--- config.mk ---
export PLATFORM = sky130hd
export DESIGN_NAME = rgb_to_hsl_hsv_core
export DESIGN_NICKNAME = d
export VERILOG_FILES = /design/src/rtl/rgbhsl_pkg.sv /design/src/rtl/rgb_to_hsl_hsv_core.sv
export SDC_FILE = /design/constraint.sdc
export NUM_CORES = 1
export LEC_CHECK = 0
export ABC_AREA = 1
export BUFFER_PORTS_ARGS = -buffer_cell sky130_fd_sc_hd__buf_2
export CORE_UTILIZATION = 50
export CTS_CLUSTER_SIZE = 28
export DETAILED_ROUTE_END_ITERATION = 10
export PLACE_DENSITY_LB_ADDON = 0.15
export REMOVE_ABC_BUFFERS = 1
export SLEW_MARGIN = 20
export SYNTH_ARGS = -nofsm -noshare
export SYNTH_HDL_FRONTEND = slang
export SYNTH_SLANG_ARGS = --single-unit
--- constraint.sdc ---
create_clock -name clk -period 34.8 [get_ports clk]
set_input_delay 6.96 -clock clk [delete_from_list [all_inputs] [get_ports clk]]
set_output_delay 6.96 -clock clk [all_outputs]
set_load 0.005 [all_outputs]
--- src/rtl/rgbhsl_pkg.sv ---
// ----------------------------------------------------------------------------
// rgbhsl_pkg
// Types and constants of the RGB to HSL / HSV pixel converter.
// ----------------------------------------------------------------------------
package rgbhsl_pkg;

	// hue in 1/64 degree: a full circle
	localparam logic [14:0] HUE_FULL = 15'd23040;

	// hue offsets in 1/64 degree, scaled by d in the datapath
	localparam logic [14:0] BASE_RED_WRAP = 15'd23040;
	localparam logic [14:0] BASE_GREEN    = 15'd7680;
	localparam logic [14:0] BASE_BLUE     = 15'd15360;
	localparam logic signed [24:0] HUE_SLOPE = 25'sd3840; // 60 deg * 64

	// divider geometry
	localparam int HUE_QW    = 15;            // hue quotient bits
	localparam int SAT_QW    = 13;            // saturation quotient bits
	localparam int REM_W     = 9;             // partial remainder / divisor bits
	localparam int HUE_AW    = REM_W + HUE_QW;
	localparam int SAT_AW    = REM_W + SAT_QW;
	localparam int DIV_STEPS = 4;             // quotient bits per stage
	localparam int HUE_STEPS_LAST = HUE_QW - 3 * DIV_STEPS;
	localparam int SAT_STEPS_LAST = SAT_QW - 3 * DIV_STEPS;

	// register map, word index
	localparam logic REG_COLOR_SPACE = 1'b0;

	typedef enum logic {
		CS_HSL = 1'b0,
		CS_HSV = 1'b1
	} color_space_t;

	typedef enum logic [1:0] {
		MAX_RED   = 2'd0,
		MAX_GREEN = 2'd1,
		MAX_BLUE  = 2'd2
	} max_sel_t;

	typedef struct packed {
		logic [7:0]        mx;
		logic [7:0]        mn;
		logic [7:0]        d;
		max_sel_t          sel;
		logic signed [8:0] diff;
	} minmax_t;

	typedef struct packed {
		logic [HUE_AW-1:0] hacc;
		logic [REM_W-1:0]  hdiv;
		logic [SAT_AW-1:0] sacc;
		logic [REM_W-1:0]  sdiv;
		logic [8:0]        level;
		logic              grey;
	} div_stage_t;

endpackage

--- src/rtl/rgb_to_hsl_hsv_core.sv ---
// ----------------------------------------------------------------------------
// rgb_to_hsl_hsv_core
// Pipelined RGB to HSL / HSV pixel converter with an APB register port.
// ----------------------------------------------------------------------------
// Usage:
//   A pixel (red, green, blue) is taken on the pix channel when pix_valid and
//   pix_ready are both high; hue, saturation and level come out on the res
//   channel, one result per pixel, in order.
//   Register color_space (address 0, bit 0) selects HSL (0) or HSV (1).
//   Change it only while no pixel is in flight.
//   Throughput is one pixel per cycle while the receiver keeps res_ready
//   high; the stages are min/max, dividend setup, four stages of the two
//   restoring dividers (up to four quotient bits each) and an output stage.
//   When the receiver holds res_ready low, results stay in the pipeline and
//   empty stages still fill; pix_ready drops only when every stage is full.
//   Reset clears all valid bits and sets color_space to HSL.
// ----------------------------------------------------------------------------
module rgb_to_hsl_hsv_core
	import rgbhsl_pkg::*;
(
	input  logic        clk,
	input  logic        arst_n,
	// config
	input  logic        psel,
	input  logic        penable,
	input  logic        pwrite,
	input  logic [2:0]  paddr,
	input  logic [31:0] pwdata,
	output logic [31:0] prdata,
	output logic        pready,
	// pixel in
	input  logic        pix_valid,
	output logic        pix_ready,
	input  logic [7:0]  red,
	input  logic [7:0]  green,
	input  logic [7:0]  blue,
	// result out
	output logic        res_valid,
	input  logic        res_ready,
	output logic [14:0] hue,
	output logic [12:0] saturation,
	output logic [8:0]  level
);

	color_space_t cs_q;

	logic v_s1, v_s2, v_s3, v_s4, v_s5, v_s6, v_s7;
	logic en_s1, en_s2, en_s3, en_s4, en_s5, en_s6, en_s7;

	minmax_t    mm_d, mm_s1;
	div_stage_t div_d, div_s2, div_s3, div_s4, div_s5, div_s6;
	logic [14:0] hue_s7;
	logic [12:0] sat_s7;
	logic [8:0]  level_s7;

	// ---------------- register port ----------------
	assign pready = 1'b1;

	always_ff @(posedge clk or negedge arst_n) begin
		if (!arst_n) begin
			cs_q <= CS_HSL;
		end else if (psel && penable && pwrite && paddr[2] == REG_COLOR_SPACE) begin
			cs_q <= color_space_t'(pwdata[0]);
		end
	end

	always_comb begin
		prdata = '0;
		if (paddr[2] == REG_COLOR_SPACE) begin
			prdata[0] = cs_q;
		end
	end

	// ---------------- flow control ----------------
	// a stage loads when it is empty or its content moves on
	assign en_s7 = !v_s7 || res_ready;
	assign en_s6 = !v_s6 || en_s7;
	assign en_s5 = !v_s5 || en_s6;
	assign en_s4 = !v_s4 || en_s5;
	assign en_s3 = !v_s3 || en_s4;
	assign en_s2 = !v_s2 || en_s3;
	assign en_s1 = !v_s1 || en_s2;
	assign pix_ready = en_s1;

	always_ff @(posedge clk or negedge arst_n) begin
		if (!arst_n) begin
			v_s1 <= 1'b0;
			v_s2 <= 1'b0;
			v_s3 <= 1'b0;
			v_s4 <= 1'b0;
			v_s5 <= 1'b0;
			v_s6 <= 1'b0;
			v_s7 <= 1'b0;
		end else begin
			if (en_s1) v_s1 <= pix_valid;
			if (en_s2) v_s2 <= v_s1;
			if (en_s3) v_s3 <= v_s2;
			if (en_s4) v_s4 <= v_s3;
			if (en_s5) v_s5 <= v_s4;
			if (en_s6) v_s6 <= v_s5;
			if (en_s7) v_s7 <= v_s6;
		end
	end

	// ---------------- stage 1: max, min, hue branch ----------------
	always_comb begin
		mm_d.mx = red;
		mm_d.mn = red;
		if (green > mm_d.mx) mm_d.mx = green;
		if (blue > mm_d.mx)  mm_d.mx = blue;
		if (green < mm_d.mn) mm_d.mn = green;
		if (blue < mm_d.mn)  mm_d.mn = blue;
		mm_d.d = mm_d.mx - mm_d.mn;
		// red wins ties, then green
		if (mm_d.mx == red) begin
			mm_d.sel  = MAX_RED;
			mm_d.diff = $signed({1'b0, green}) - $signed({1'b0, blue});
		end else if (mm_d.mx == green) begin
			mm_d.sel  = MAX_GREEN;
			mm_d.diff = $signed({1'b0, blue}) - $signed({1'b0, red});
		end else begin
			mm_d.sel  = MAX_BLUE;
			mm_d.diff = $signed({1'b0, red}) - $signed({1'b0, green});
		end
	end

	always_ff @(posedge clk) begin
		if (en_s1) mm_s1 <= mm_d;
	end

	// ---------------- stage 2: dividends and divisors ----------------
	logic [14:0]        base;
	logic [22:0]        bprod;
	logic signed [24:0] hnum;
	logic [8:0]         sum;
	logic [7:0]         den;

	always_comb begin
		case (mm_s1.sel)
			MAX_RED:   base = mm_s1.diff[8] ? BASE_RED_WRAP : 15'd0;
			MAX_GREEN: base = BASE_GREEN;
			MAX_BLUE:  base = BASE_BLUE;
			default:   base = 15'd0;
		endcase
		bprod = 23'(base) * 23'(mm_s1.d);
		// hue*64*d, already inside one full circle
		hnum = $signed({2'b00, bprod}) + $signed({{16{mm_s1.diff[8]}}, mm_s1.diff}) * HUE_SLOPE;
		sum  = {1'b0, mm_s1.mx} + {1'b0, mm_s1.mn};
		if (cs_q == CS_HSV) begin
			den         = mm_s1.mx;
			div_d.level = {1'b0, mm_s1.mx};
		end else begin
			den         = (sum <= 9'd255) ? sum[7:0] : 8'(9'd510 - sum);
			div_d.level = sum;
		end
		// round to nearest: (2n + d) / (2d)
		div_d.hacc = {hnum[22:0], 1'b0} + {16'd0, mm_s1.d};
		div_d.hdiv = {mm_s1.d, 1'b0};
		div_d.sacc = {1'b0, mm_s1.d, 13'd0} + {14'd0, den};
		div_d.sdiv = {den, 1'b0};
		div_d.grey = (mm_s1.d == 8'd0);
	end

	always_ff @(posedge clk) begin
		if (en_s2) div_s2 <= div_d;
	end

	// ---------------- stages 3-6: restoring division ----------------
	function automatic logic [HUE_AW-1:0] hue_steps(
		input logic [HUE_AW-1:0] acc,
		input logic [REM_W-1:0]  dv,
		input int                n
	);
		logic [REM_W:0]    t;
		logic [HUE_AW-1:0] a;
		a = acc;
		for (int i = 0; i < DIV_STEPS; i++) begin
			if (i < n) begin
				t = {a[HUE_AW-1 -: REM_W], a[HUE_QW-1]};
				if (t >= {1'b0, dv}) begin
					t = t - {1'b0, dv};
					a = {t[REM_W-1:0], a[HUE_QW-2:0], 1'b1};
				end else begin
					a = {t[REM_W-1:0], a[HUE_QW-2:0], 1'b0};
				end
			end
		end
		return a;
	endfunction

	function automatic logic [SAT_AW-1:0] sat_steps(
		input logic [SAT_AW-1:0] acc,
		input logic [REM_W-1:0]  dv,
		input int                n
	);
		logic [REM_W:0]    t;
		logic [SAT_AW-1:0] a;
		a = acc;
		for (int i = 0; i < DIV_STEPS; i++) begin
			if (i < n) begin
				t = {a[SAT_AW-1 -: REM_W], a[SAT_QW-1]};
				if (t >= {1'b0, dv}) begin
					t = t - {1'b0, dv};
					a = {t[REM_W-1:0], a[SAT_QW-2:0], 1'b1};
				end else begin
					a = {t[REM_W-1:0], a[SAT_QW-2:0], 1'b0};
				end
			end
		end
		return a;
	endfunction

	function automatic div_stage_t div_stage(input div_stage_t s, input int nh, input int ns);
		div_stage_t o;
		o      = s;
		o.hacc = hue_steps(s.hacc, s.hdiv, nh);
		o.sacc = sat_steps(s.sacc, s.sdiv, ns);
		return o;
	endfunction

	always_ff @(posedge clk) begin
		if (en_s3) div_s3 <= div_stage(div_s2, DIV_STEPS, DIV_STEPS);
		if (en_s4) div_s4 <= div_stage(div_s3, DIV_STEPS, DIV_STEPS);
		if (en_s5) div_s5 <= div_stage(div_s4, DIV_STEPS, DIV_STEPS);
		if (en_s6) div_s6 <= div_stage(div_s5, HUE_STEPS_LAST, SAT_STEPS_LAST);
	end

	// ---------------- stage 7: wrap, grey, output ----------------
	logic [14:0] hq;

	always_comb begin
		hq = div_s6.hacc[HUE_QW-1:0];
		if (hq >= HUE_FULL) hq = hq - HUE_FULL;
	end

	always_ff @(posedge clk) begin
		if (en_s7) begin
			hue_s7   <= div_s6.grey ? 15'd0 : hq;
			sat_s7   <= div_s6.grey ? 13'd0 : div_s6.sacc[SAT_QW-1:0];
			level_s7 <= div_s6.level;
		end
	end

	assign res_valid  = v_s7;
	assign hue        = hue_s7;
	assign saturation = sat_s7;
	assign level      = level_s7;

	// ---------------- assertions ----------------
	a_stall_only_when_full: assert property (@(posedge clk) disable iff (!arst_n)
		!pix_ready |-> (v_s1 && v_s2 && v_s3 && v_s4 && v_s5 && v_s6 && v_s7 && !res_ready))
		else $error("input stalled while pipeline has room");

	a_hue_range: assert property (@(posedge clk) disable iff (!arst_n)
		res_valid |-> (hue < HUE_FULL))
		else $error("hue out of range");

	a_sat_range: assert property (@(posedge clk) disable iff (!arst_n)
		res_valid |-> (saturation <= 13'd4096))
		else $error("saturation out of range");

	a_grey_hue: assert property (@(posedge clk) disable iff (!arst_n)
		(res_valid && saturation == 13'd0) |-> (hue == 15'd0))
		else $error("grey pixel with nonzero hue");

	a_hsv_level: assert property (@(posedge clk) disable iff (!arst_n)
		(res_valid && cs_q == CS_HSV) |-> !level[8])
		else $error("HSV level above 255");

endmodule
==> results of run 1 <==
==> cells by family (layout without fill, tap and decap cells) <==
kind of cell,Yosys count,after routing,share of synthesized area (%)
fa+ha+maj,410,410,20.0
other cells,2,32,0.0264
buf+inv,583,671,8.38
simple gates,1366,1366,21.2
compound gates,450,450,9.33
xor+xnor,202,202,6.21
flops,332,332,34.8
==> synth_stat cells (12+ instances only) <==
cell type | number | area (µm²)
a21oi_1 | 190 | 951
nand4_1 | 34 | 213
nand3_1 | 169 | 846
fa_1 | 77 | 1540
o21ai_1 | 16 | 80.1
inv_1 | 504 | 1890
nand2_2 | 25 | 156
nor2_4 | 12 | 135
a21o_1 | 14 | 105
a31oi_1 | 26 | 163
xor2_1 | 116 | 1020
nor3_1 | 24 | 120
nand2_1 | 856 | 3210
o21ai_0 | 116 | 581
inv_2 | 19 | 71.3
nand3_2 | 13 | 130
edfxtp_1 | 324 | 9730
o21ai_2 | 18 | 158
ha_1 | 333 | 4170
buf_4 | 37 | 278
xnor2_1 | 86 | 753
nor2_1 | 174 | 653
==> per-stage QoR <==
| step | area (µm²) | hold WS, ns | setup WS, ns | instances | util [%] |
|---|---|---|---|---|---|
| after floorplan | 28200 | 0.400 | 14.30 | 3318 | - |
| after CTS | 30700 | 0.413 | 18.78 | 4219 | 54.5 |
| after global placement | 29600 | 0.402 | 18.80 | 4153 | 52.4 |
| after detailed placement | 29600 | 0.405 | 18.80 | 4153 | 52.4 |
| final | 30700 | 0.415 | 18.83 | 4219 | 54.5 |
| after global routing | 30700 | 0.422 | 18.55 | 4219 | 54.5 |
==> worst min path at each step <==
stage | to | depth (start not counted)
detailed placement | div_s4[26] | 0
global placement | div_s5[0] | 0
global route | div_s4[3] | 0
finish | div_s6[23] | 0
floorplan | div_s3[0] | 0
CTS | div_s5[61] | 0
==> flip-flops by register name (all words and copies together) (netlist names), 8 cells and up <==
name / count
saturation: 13
div_s2: 40
level: 9
div_s4: 57
div_s5: 65
div_s6: 38
hue: 15
mm_s1: 27
div_s3: 52
div_d: 8
==> placed cells by master, fill, tap and decap left out, types with 6 or more instances in the layout <==
cell type  count
nand2_1      856
inv_1        501
ha_1         333
edfxtp_1     324
a21oi_1      190
nor2_1       174
nand3_1      169
o21ai_0      116
xor2_1       116
xnor2_1       86
fa_1          77
buf_2         72
clkbuf_16     36
nand4_1       34
conb_1        32
a31oi_1       26
nand2_2       25
nor3_1        24
inv_2         22
o21ai_2       18
o21ai_1       16
a21o_1        14
nand3_2       13
nor2_4        12
nand3_4       11
o21bai_1      11
or2_2         11
a31o_2         9
o211ai_1       8
clkinv_1       8
dfrtp_1        8
buf_4          7
nor4_1         6
nand3b_1       6
a211oi_1       6
o21a_1         6
nand2_4        6
clkinv_2       6
==> layout make-up <==
cell class                 instances  area [µm²]
clock buffer                      41         920
clock inverter                    25         253
fill                            5206       25700
inverter                         526        1980
multi-input combinational       2460       16300
sequential                       332        9930
tap                              756         946
timing repair buffer              79         413
==> layer usage <==
layer	up-vias	global-route usage, %
li1	11200	-
met1	10200	27.8
met2	441	38.6
met3	92	2.47
met4	0	6.60
met5	-	0
==> impl_results.md, run 1 <==
* Outcome: finished clean
* Initial antenna violation count at 1
* Die W at 241 µm
* Final WL at 62200 µm
* Clk_lat worst skew at 0.55 ns
* Post-CTS setup buffer count at 0
* Hold WC Path Type: reg2reg
* Setup Crit Path Kind: in2out
* Cell Chain, Critical Path: buf_2 > nor2_1 > inv_1 > nor2_1 > inv_1 > nor2_1 > inv_2 > nor2_1 > inv_2 > nor2_1 > inv_2 > buf_4 > nor2_1 > nand2_1 > buf_4 > buf_2
* Final net count at 3911
* Layout area overhead at 7.83%
* R2R Path Start: div_s3[12]
* Antenna cells at 0
* Max incr delay on CP at 0.33 ns
* Hold-fix buffers at CTS at 0
* Mapped Avg Cell Area at 8.52 µm²
* DP HPWL at 50700 µm
* Clk slew on worst S/H paths at 0.06 ns
* Routed wl met3 at 2410 µm
* Vias in the first global route at 21.6k
* Critical Path Fanout Max at 54
* Post-synth EDFFs at 324
* First-pass GRT wire length at 103000 µm
* Worst setup path end: pix_ready
* R2r endpoint: div_s4[35]
* Initial Util at 50.5%
* Min Tclk post-route at 15.97 ns
* Mapped Cells at 3345
* Clock buffer depth at 3
* Most used cell, CP: nor2_1
* CP startpoint: res_ready
* CTS resizes at 0
* GRT Total Usage at 21.8%
* DR vias at 21.9k
* Metal1 wirelength at 28100 µm
* Final TNS setup at 0 ns
* Final Hold Fails at 0
* Slew headroom at 32.0%
* Post-synth cell types at 64
* CTS root buf: clkbuf_16
* Top FF cell, synth: edfxtp_1
* Share of layout cells above drive strength 1 at 8.32%
* Fin. max-slew vios at 0
* Startpoint Class: primary input
* Slew @ Worst Pin at 1.01 ns
* Row count at 87
* GRT overflow at 0
* Setup crit end kind: output port
* Total clock sinks at 332
* Post-synth ARST share at 2.41%
* Synth Warn # at 0
* Critical path data arrival time at 9.01 ns
* Critical path required time at 27.84 ns
* Reg2reg path depth at 40
* Fmax at 0.0626 GHz
* Crit path buf inv count at 9
* Routed length on met2 at 30100 µm
* Largest net degree at the start of global routing at 67
* Setup violations, final at 0
* CTS tree: done
* Core box area at 56400 µm²
* Post-Syn Area at 28500 µm²
* DRT iter0 DRCs at 1117
* Buffers on Ports at 72
* Slowest-stage cell, CP: buf_4
* Placer Congestion at 0.926
* DR pass1 iterations at 5
* DR vias/cell at 5.20
* Sequential cell area fraction in the yosys report at 34.8%
* Top sig layer: met4
* Die ar. at 58000 µm²
* Critical path depth at 16
* CTS H-Tree Depth at 2
* Max-cap violation count at 0
* Chip height at 241 µm
* #FFs+latches synth at 332
* Final antenna-violating net count at 0
* Routed WL per cell at 14.7 µm
* Number of I/O pins at 138
* Hold Crit Start: div_s5[22]
* CP top delay family: buffers and inverters
* Unrepaired setup endpoints after global routing: no
* R2R Setup Slk at 26.55 ns
* Final Cycle Share at 45.9%
* Clock Skew at 0.0162 ns
* Drc violations at 0
* CTS Buf Count at 36
Power of run 1 is not shown: default switching activity piles up to over one toggle a cycle in this logic, so the estimate is an artifact.
==> run 2, diff against run 1 <==
- clock period: 34.8 -> 16.7 ns (I/O delays scaled with it)
==> impl_results.md, run 2 (same netlist as run 1, synthesis figures left out) <==
* Clock Skew at 0.0193 ns (+0.00306 ns)
* Setup Crit Path Kind: in2out
* Antenna cells at 0 (unchanged)
* Final antenna-violating net count at 0 (unchanged)
* Final TNS setup at 0 ns (unchanged)
* CTS root buf: clkbuf_16
* DP HPWL at 50500 µm (-0.40%)
* Hold WC Path Type: reg2reg
* Commonest non-fill, non-tap cell in the layout: nand2_1
* Routed wl met3 at 2200 µm (-9.0%)
* Final Hold Fails at 0 (unchanged)
* Max incr delay on CP at 0.54 ns (+0.21 ns)
* Max-cap violation count at 0 (unchanged)
* Layout area overhead at 8.00%
* Metal1 wirelength at 28100 µm (-0.15%)
* DR vias/cell at 5.16 (-0.82%)
* Most used cell, CP: nor2_1
* Die W at 241 µm (unchanged)
* DR pass1 iterations at 5 (unchanged)
* Slowest-stage cell, CP: buf_4
* Initial Util at 50.5% (unchanged)
* Critical path data arrival time at 6.39 ns (-2.62 ns)
* CTS resizes at 0 (unchanged)
* Fmax at 0.103 GHz
* GRT Total Usage at 21.9% (+0.072 points)
* Number of I/O pins at 138 (unchanged)
* Largest net degree at the start of global routing at 67 (unchanged)
* Buffers on Ports at 72 (unchanged)
* Initial antenna violation count at 0 (-1)
* Row count at 87 (unchanged)
* Final WL at 61500 µm (-1.1%)
* Largest Register: div_s5
* Vias in the first global route at 21.3k (-1.0%)
* First-pass GRT wire length at 103000 µm (+0.19%)
* Startpoint Class: primary input
* CTS H-Tree Depth at 2 (unchanged)
* Share of layout cells above drive strength 1 at 8.48% (+0.17 points)
* Slew headroom at 35.4% (+3.4 points)
* Outcome: finished clean
* Setup violations, final at 0 (unchanged)
* Top sig layer: met4
* Core box area at 56400 µm² (unchanged)
* Placer Congestion at 0.915 (-1.2%)
* DRT iter0 DRCs at 948 (-15%)
* Clock buffer depth at 3 (unchanged)
* Slew @ Worst Pin at 0.962 ns (-0.0505 ns)
* Largest register FFs at 65 (unchanged)
* Final Cycle Share at 58.3%
* Clk_lat worst skew at 0.55 ns (about the same)
* Most frequent cells in the layout: nand2_1, inv_1, ha_1
* Fin. max-slew vios at 0 (unchanged)
* Critical Path Fanout Max at 59 (+9.3%)
* GRT overflow at 0 (unchanged)
* Routed WL per cell at 14.6 µm (-1.1%)
* Largest regs: div_s5: 65 flops, div_s4: 57 flops, div_s3: 52 flops
* DR vias at 21.8k (-0.77%)
* Post-CTS setup buffer count at 0 (unchanged)
* Routed length on met2 at 29800 µm (-0.84%)
* Drc violations at 0 (unchanged)
* Chip height at 241 µm (unchanged)
* Cell Chain, Critical Path: buf_2 > nor2_1 > inv_1 > buf_4 > nor2_1 > inv_1 > nor2_1 > inv_2 > nor2_1 > inv_2 > buf_4 > nor2_1 > inv_2 > buf_4 > nor2_1 > nand2_1 > buf_4 > buf_2
* Setup crit end kind: output port
* Critical path required time at 13.36 ns (-14.48 ns)
* Hold-fix buffers at CTS at 0 (unchanged)
* Final net count at 3912 (+0.026%)
* Min Tclk post-route at 9.73 ns
* CTS tree: done
* Die ar. at 58000 µm² (unchanged)
* CTS Buf Count at 37 (+2.8%)
* Unrepaired setup endpoints after global routing: no
* Clk slew on worst S/H paths at 0.06 ns (about the same)
* Fill cells at 5214 (+0.15%)
* Total clock sinks at 332 (unchanged)
## run 2: final cells by class
| class | instances | area, µm² | area share, % |
|---|---|---|---|
| clock buffer | 43 | 990 | 3.22 |
| clock inverter | 25 | 231 | 0.752 |
| inverter | 526 | 1980 | 6.42 |
| multi-input combinational | 2460 | 16300 | 52.9 |
| sequential | 332 | 9930 | 32.3 |
| tap | 756 | 946 | 3.07 |
| timing repair buffer | 79 | 413 | 1.34 |
## run 2: per-layer routing
| metal | up-vias | global-route usage (%) |
|---|---|---|
| met3 | 96 | 2.58 |
| met4 | 0 | 6.18 |
| li1 | 11200 | - |
| met5 | - | 0 |
| met1 | 10100 | 27.9 |
| met2 | 387 | 38.9 |
## run 2: critical path, delay by kind of cell
| kind | cells | cell delay [ns] |
|---|---|---|
| buffers and inverters | 11 | 2.43 |
| and+or+nand+nor | 7 | 0.54 |
## run 2: per-stage QoR
stage	worst slack [ns]	hold WS, ns	area, µm²	cells	utilization [%]
final	6.97	0.410	30800	4221	54.6
after global routing	6.59	0.418	30800	4221	54.6
after CTS	6.92	0.412	30800	4221	54.6
after detailed placement	6.94	0.405	29600	4153	52.4
after global placement	6.92	0.405	29600	4153	52.4
after floorplan	3.44	0.400	28200	3318	-
## run 2: worst paths after layout
| kind | from | end | slack (ns) | cells after the start |
|---|---|---|---|---|
| max reg2reg | div_s4[28] | div_s5[34] | 8.41 | 40 |
| max in group asynchronous | arst_n | cs_q | 13.81 | 1 |
| min reg2reg | div_s4[8] | div_s5[8] | 0.41 | 0 |
| max | res_ready | pix_ready | 6.97 | 18 |
| min in group asynchronous | arst_n | v_s4 | 2.66 | 1 |
| min | div_s4[8] | div_s5[8] | 0.41 | 0 |
Power of run 2 is left out for the same reason.
==> run 3, diff against run 2 <==
- clock period: 16.7 -> 9 ns (I/O delays scaled with it)
==> impl_results.md, run 3 (same netlist as run 1, synthesis figures left out) <==
* DRT iter0 DRCs at 938 (-1.1%)
* Setup crit end kind: flip-flop
* DR vias/cell at 5.22 (+1.2%)
* Hold Crit Start: div_s5[4]
* Most used cell, CP: nand2_1
* Clock Skew at 0.0134 ns (-0.00593 ns)
* Chip height at 241 µm (unchanged)
* Setup WS pre-CTS at 0.882 ns (-6.06 ns)
* CTS root buf: clkbuf_16
* Initial Util at 50.5% (unchanged)
* Critical path data arrival time at 8.43 ns (+2.04 ns)
* Final antenna-violating net count at 0 (unchanged)
* Largest net degree at the start of global routing at 59 (-12%)
* Largest Register: div_s5
* Slowest-stage cell, CP: a21oi_1
* R2r endpoint: div_s4[70]
* Setup Crit Path Kind: reg2reg
* Final Cycle Share at 90.3%
* Startpoint Class: flip-flop
* Post-route insts no fill at 4221 (unchanged)
* DR pass1 iterations at 7 (+2)
* CTS tree: done
* Largest register FFs at 65 (unchanged)
* Final WL at 61500 µm (about the same)
* Clk_lat worst skew at 0.56 ns (about the same)
* R2R Path Start: div_s3[55]
* Share of layout cells above drive strength 1 at 8.28% (-0.20 points)
* Max-cap violation count at 0 (unchanged)
* Slew @ Worst Pin at 0.988 ns (+0.0255 ns)
* Die ar. at 58000 µm² (unchanged)
* Final TNS setup at 0 ns (unchanged)
* Commonest non-fill, non-tap cell in the layout: nand2_1
* Routed WL per cell at 14.6 µm (about the same)
* Clk slew on worst S/H paths at 0.06 ns (about the same)
* Fill cells at 5202 (-0.23%)
* Fmax at 0.123 GHz
* Unrepaired setup endpoints after global routing: no
* Outcome: finished clean
* Setup violations, final at 0 (unchanged)
* Hold EP: div_s6[4]
* Hold WC Path Type: reg2reg
* R2R Setup Slk at 0.88 ns (-7.53 ns)
* Vias in the first global route at 21.7k (+1.7%)
* Max incr delay on CP at 0.67 ns (+0.13 ns)
* Most frequent cells in the layout: nand2_1, inv_1, ha_1
* First-pass GRT wire length at 103000 µm (-0.37%)
* Slew headroom at 33.7% (-1.7 points)
* CTS Buf Count at 37 (unchanged)
* Fin. max-slew vios at 0 (unchanged)
* Layout area overhead at 7.92% (about the same)
* Hold-fix buffers at CTS at 0 (unchanged)
* Drc violations at 0 (unchanged)
* Critical path required time at 9.31 ns (-4.05 ns)
* Initial antenna violation count at 1 (+1)
* Post-CTS setup buffer count at 0 (unchanged)
* Min Tclk post-route at 8.12 ns
* Setup WS post-layout at 0.877 ns (-6.09 ns)
* Antenna cells at 0 (unchanged)
* Critical Path Fanout Max at 12 (-80%)
* Buffers on Ports at 72 (unchanged)
* Die W at 241 µm (unchanged)
* Core box area at 56400 µm² (unchanged)
* Total clock sinks at 332 (unchanged)
* Row count at 87 (unchanged)
* Number of I/O pins at 138 (unchanged)
* GRT Total Usage at 21.8% (-0.11 points)
* Reg2reg path depth at 37 (-7.5%)
* CTS resizes at 0 (unchanged)
* GRT overflow at 0 (unchanged)
* Final Hold Fails at 0 (unchanged)
* CTS H-Tree Depth at 2 (unchanged)
* Hold depth at 0 (unchanged)
* DR vias at 22.0k (+1.2%)
* Placed insts at 4153 (unchanged)
* Final net count at 3912 (unchanged)
* Placer Congestion at 0.903 (-1.3%)
* Largest regs: div_s5: 65 flops, div_s4: 57 flops, div_s3: 52 flops
* Clock buffer depth at 3 (unchanged)
* DP HPWL at 50300 µm (-0.37%)
run 3: final cells by class:
class / instances / area, µm² / area share [%]
well taps: 756 / 946 / 3.08
clock inverters: 15 / 151 / 0.492
clock buffers: 53 / 1050 / 3.41
repair buffers: 79 / 413 / 1.34
inverters: 526 / 1980 / 6.42
flip-flops and latches: 332 / 9930 / 32.3
multi-input cells: 2460 / 16300 / 53.0
run 3: worst max-delay path by stage:
| stage | from | end | slack [ns] | cells past startpoint |
|---|---|---|---|---|
| after floorplan | res_ready | pix_ready | -1.18 | 12 |
| after global placement | div_s3[12] | div_s4[34] | 1.15 | 40 |
| after detailed placement | div_s3[55] | div_s4[70] | 0.88 | 37 |
| after CTS | div_s3[55] | div_s4[70] | 0.87 | 37 |
| after global routing | div_s3[55] | div_s4[70] | 0.14 | 37 |
| final | div_s3[55] | div_s4[70] | 0.88 | 37 |
run 3: critical path: cells and delay by family (launching register included):
kind,cells,cell delay (ns)
flops,1,0.53
buf+inv,2,0.30
fa+ha+maj,4,1.36
simple gates,17,2.24
compound gates,14,3.42
run 3: metrics by stage:
stage	util (%)	cell area, µm²	hold WS (ns)
floorplan	-	28200	0.400
global placement	52.4	29600	0.401
detailed placement	52.4	29600	0.405
CTS	54.5	30800	0.414
global route	54.5	30800	0.415
finish	54.5	30800	0.413
run 3: metal layers:
metal  up-vias  share of wire [%]  track usage [%]
li1      11200                  -                -
met1     10300                 45             27.3
met2       464                 50             39.4
met3        82                3.8             2.29
met4         0                2.0             6.37
met5         -                  0                0
Power of run 3 is left out for the same reason.
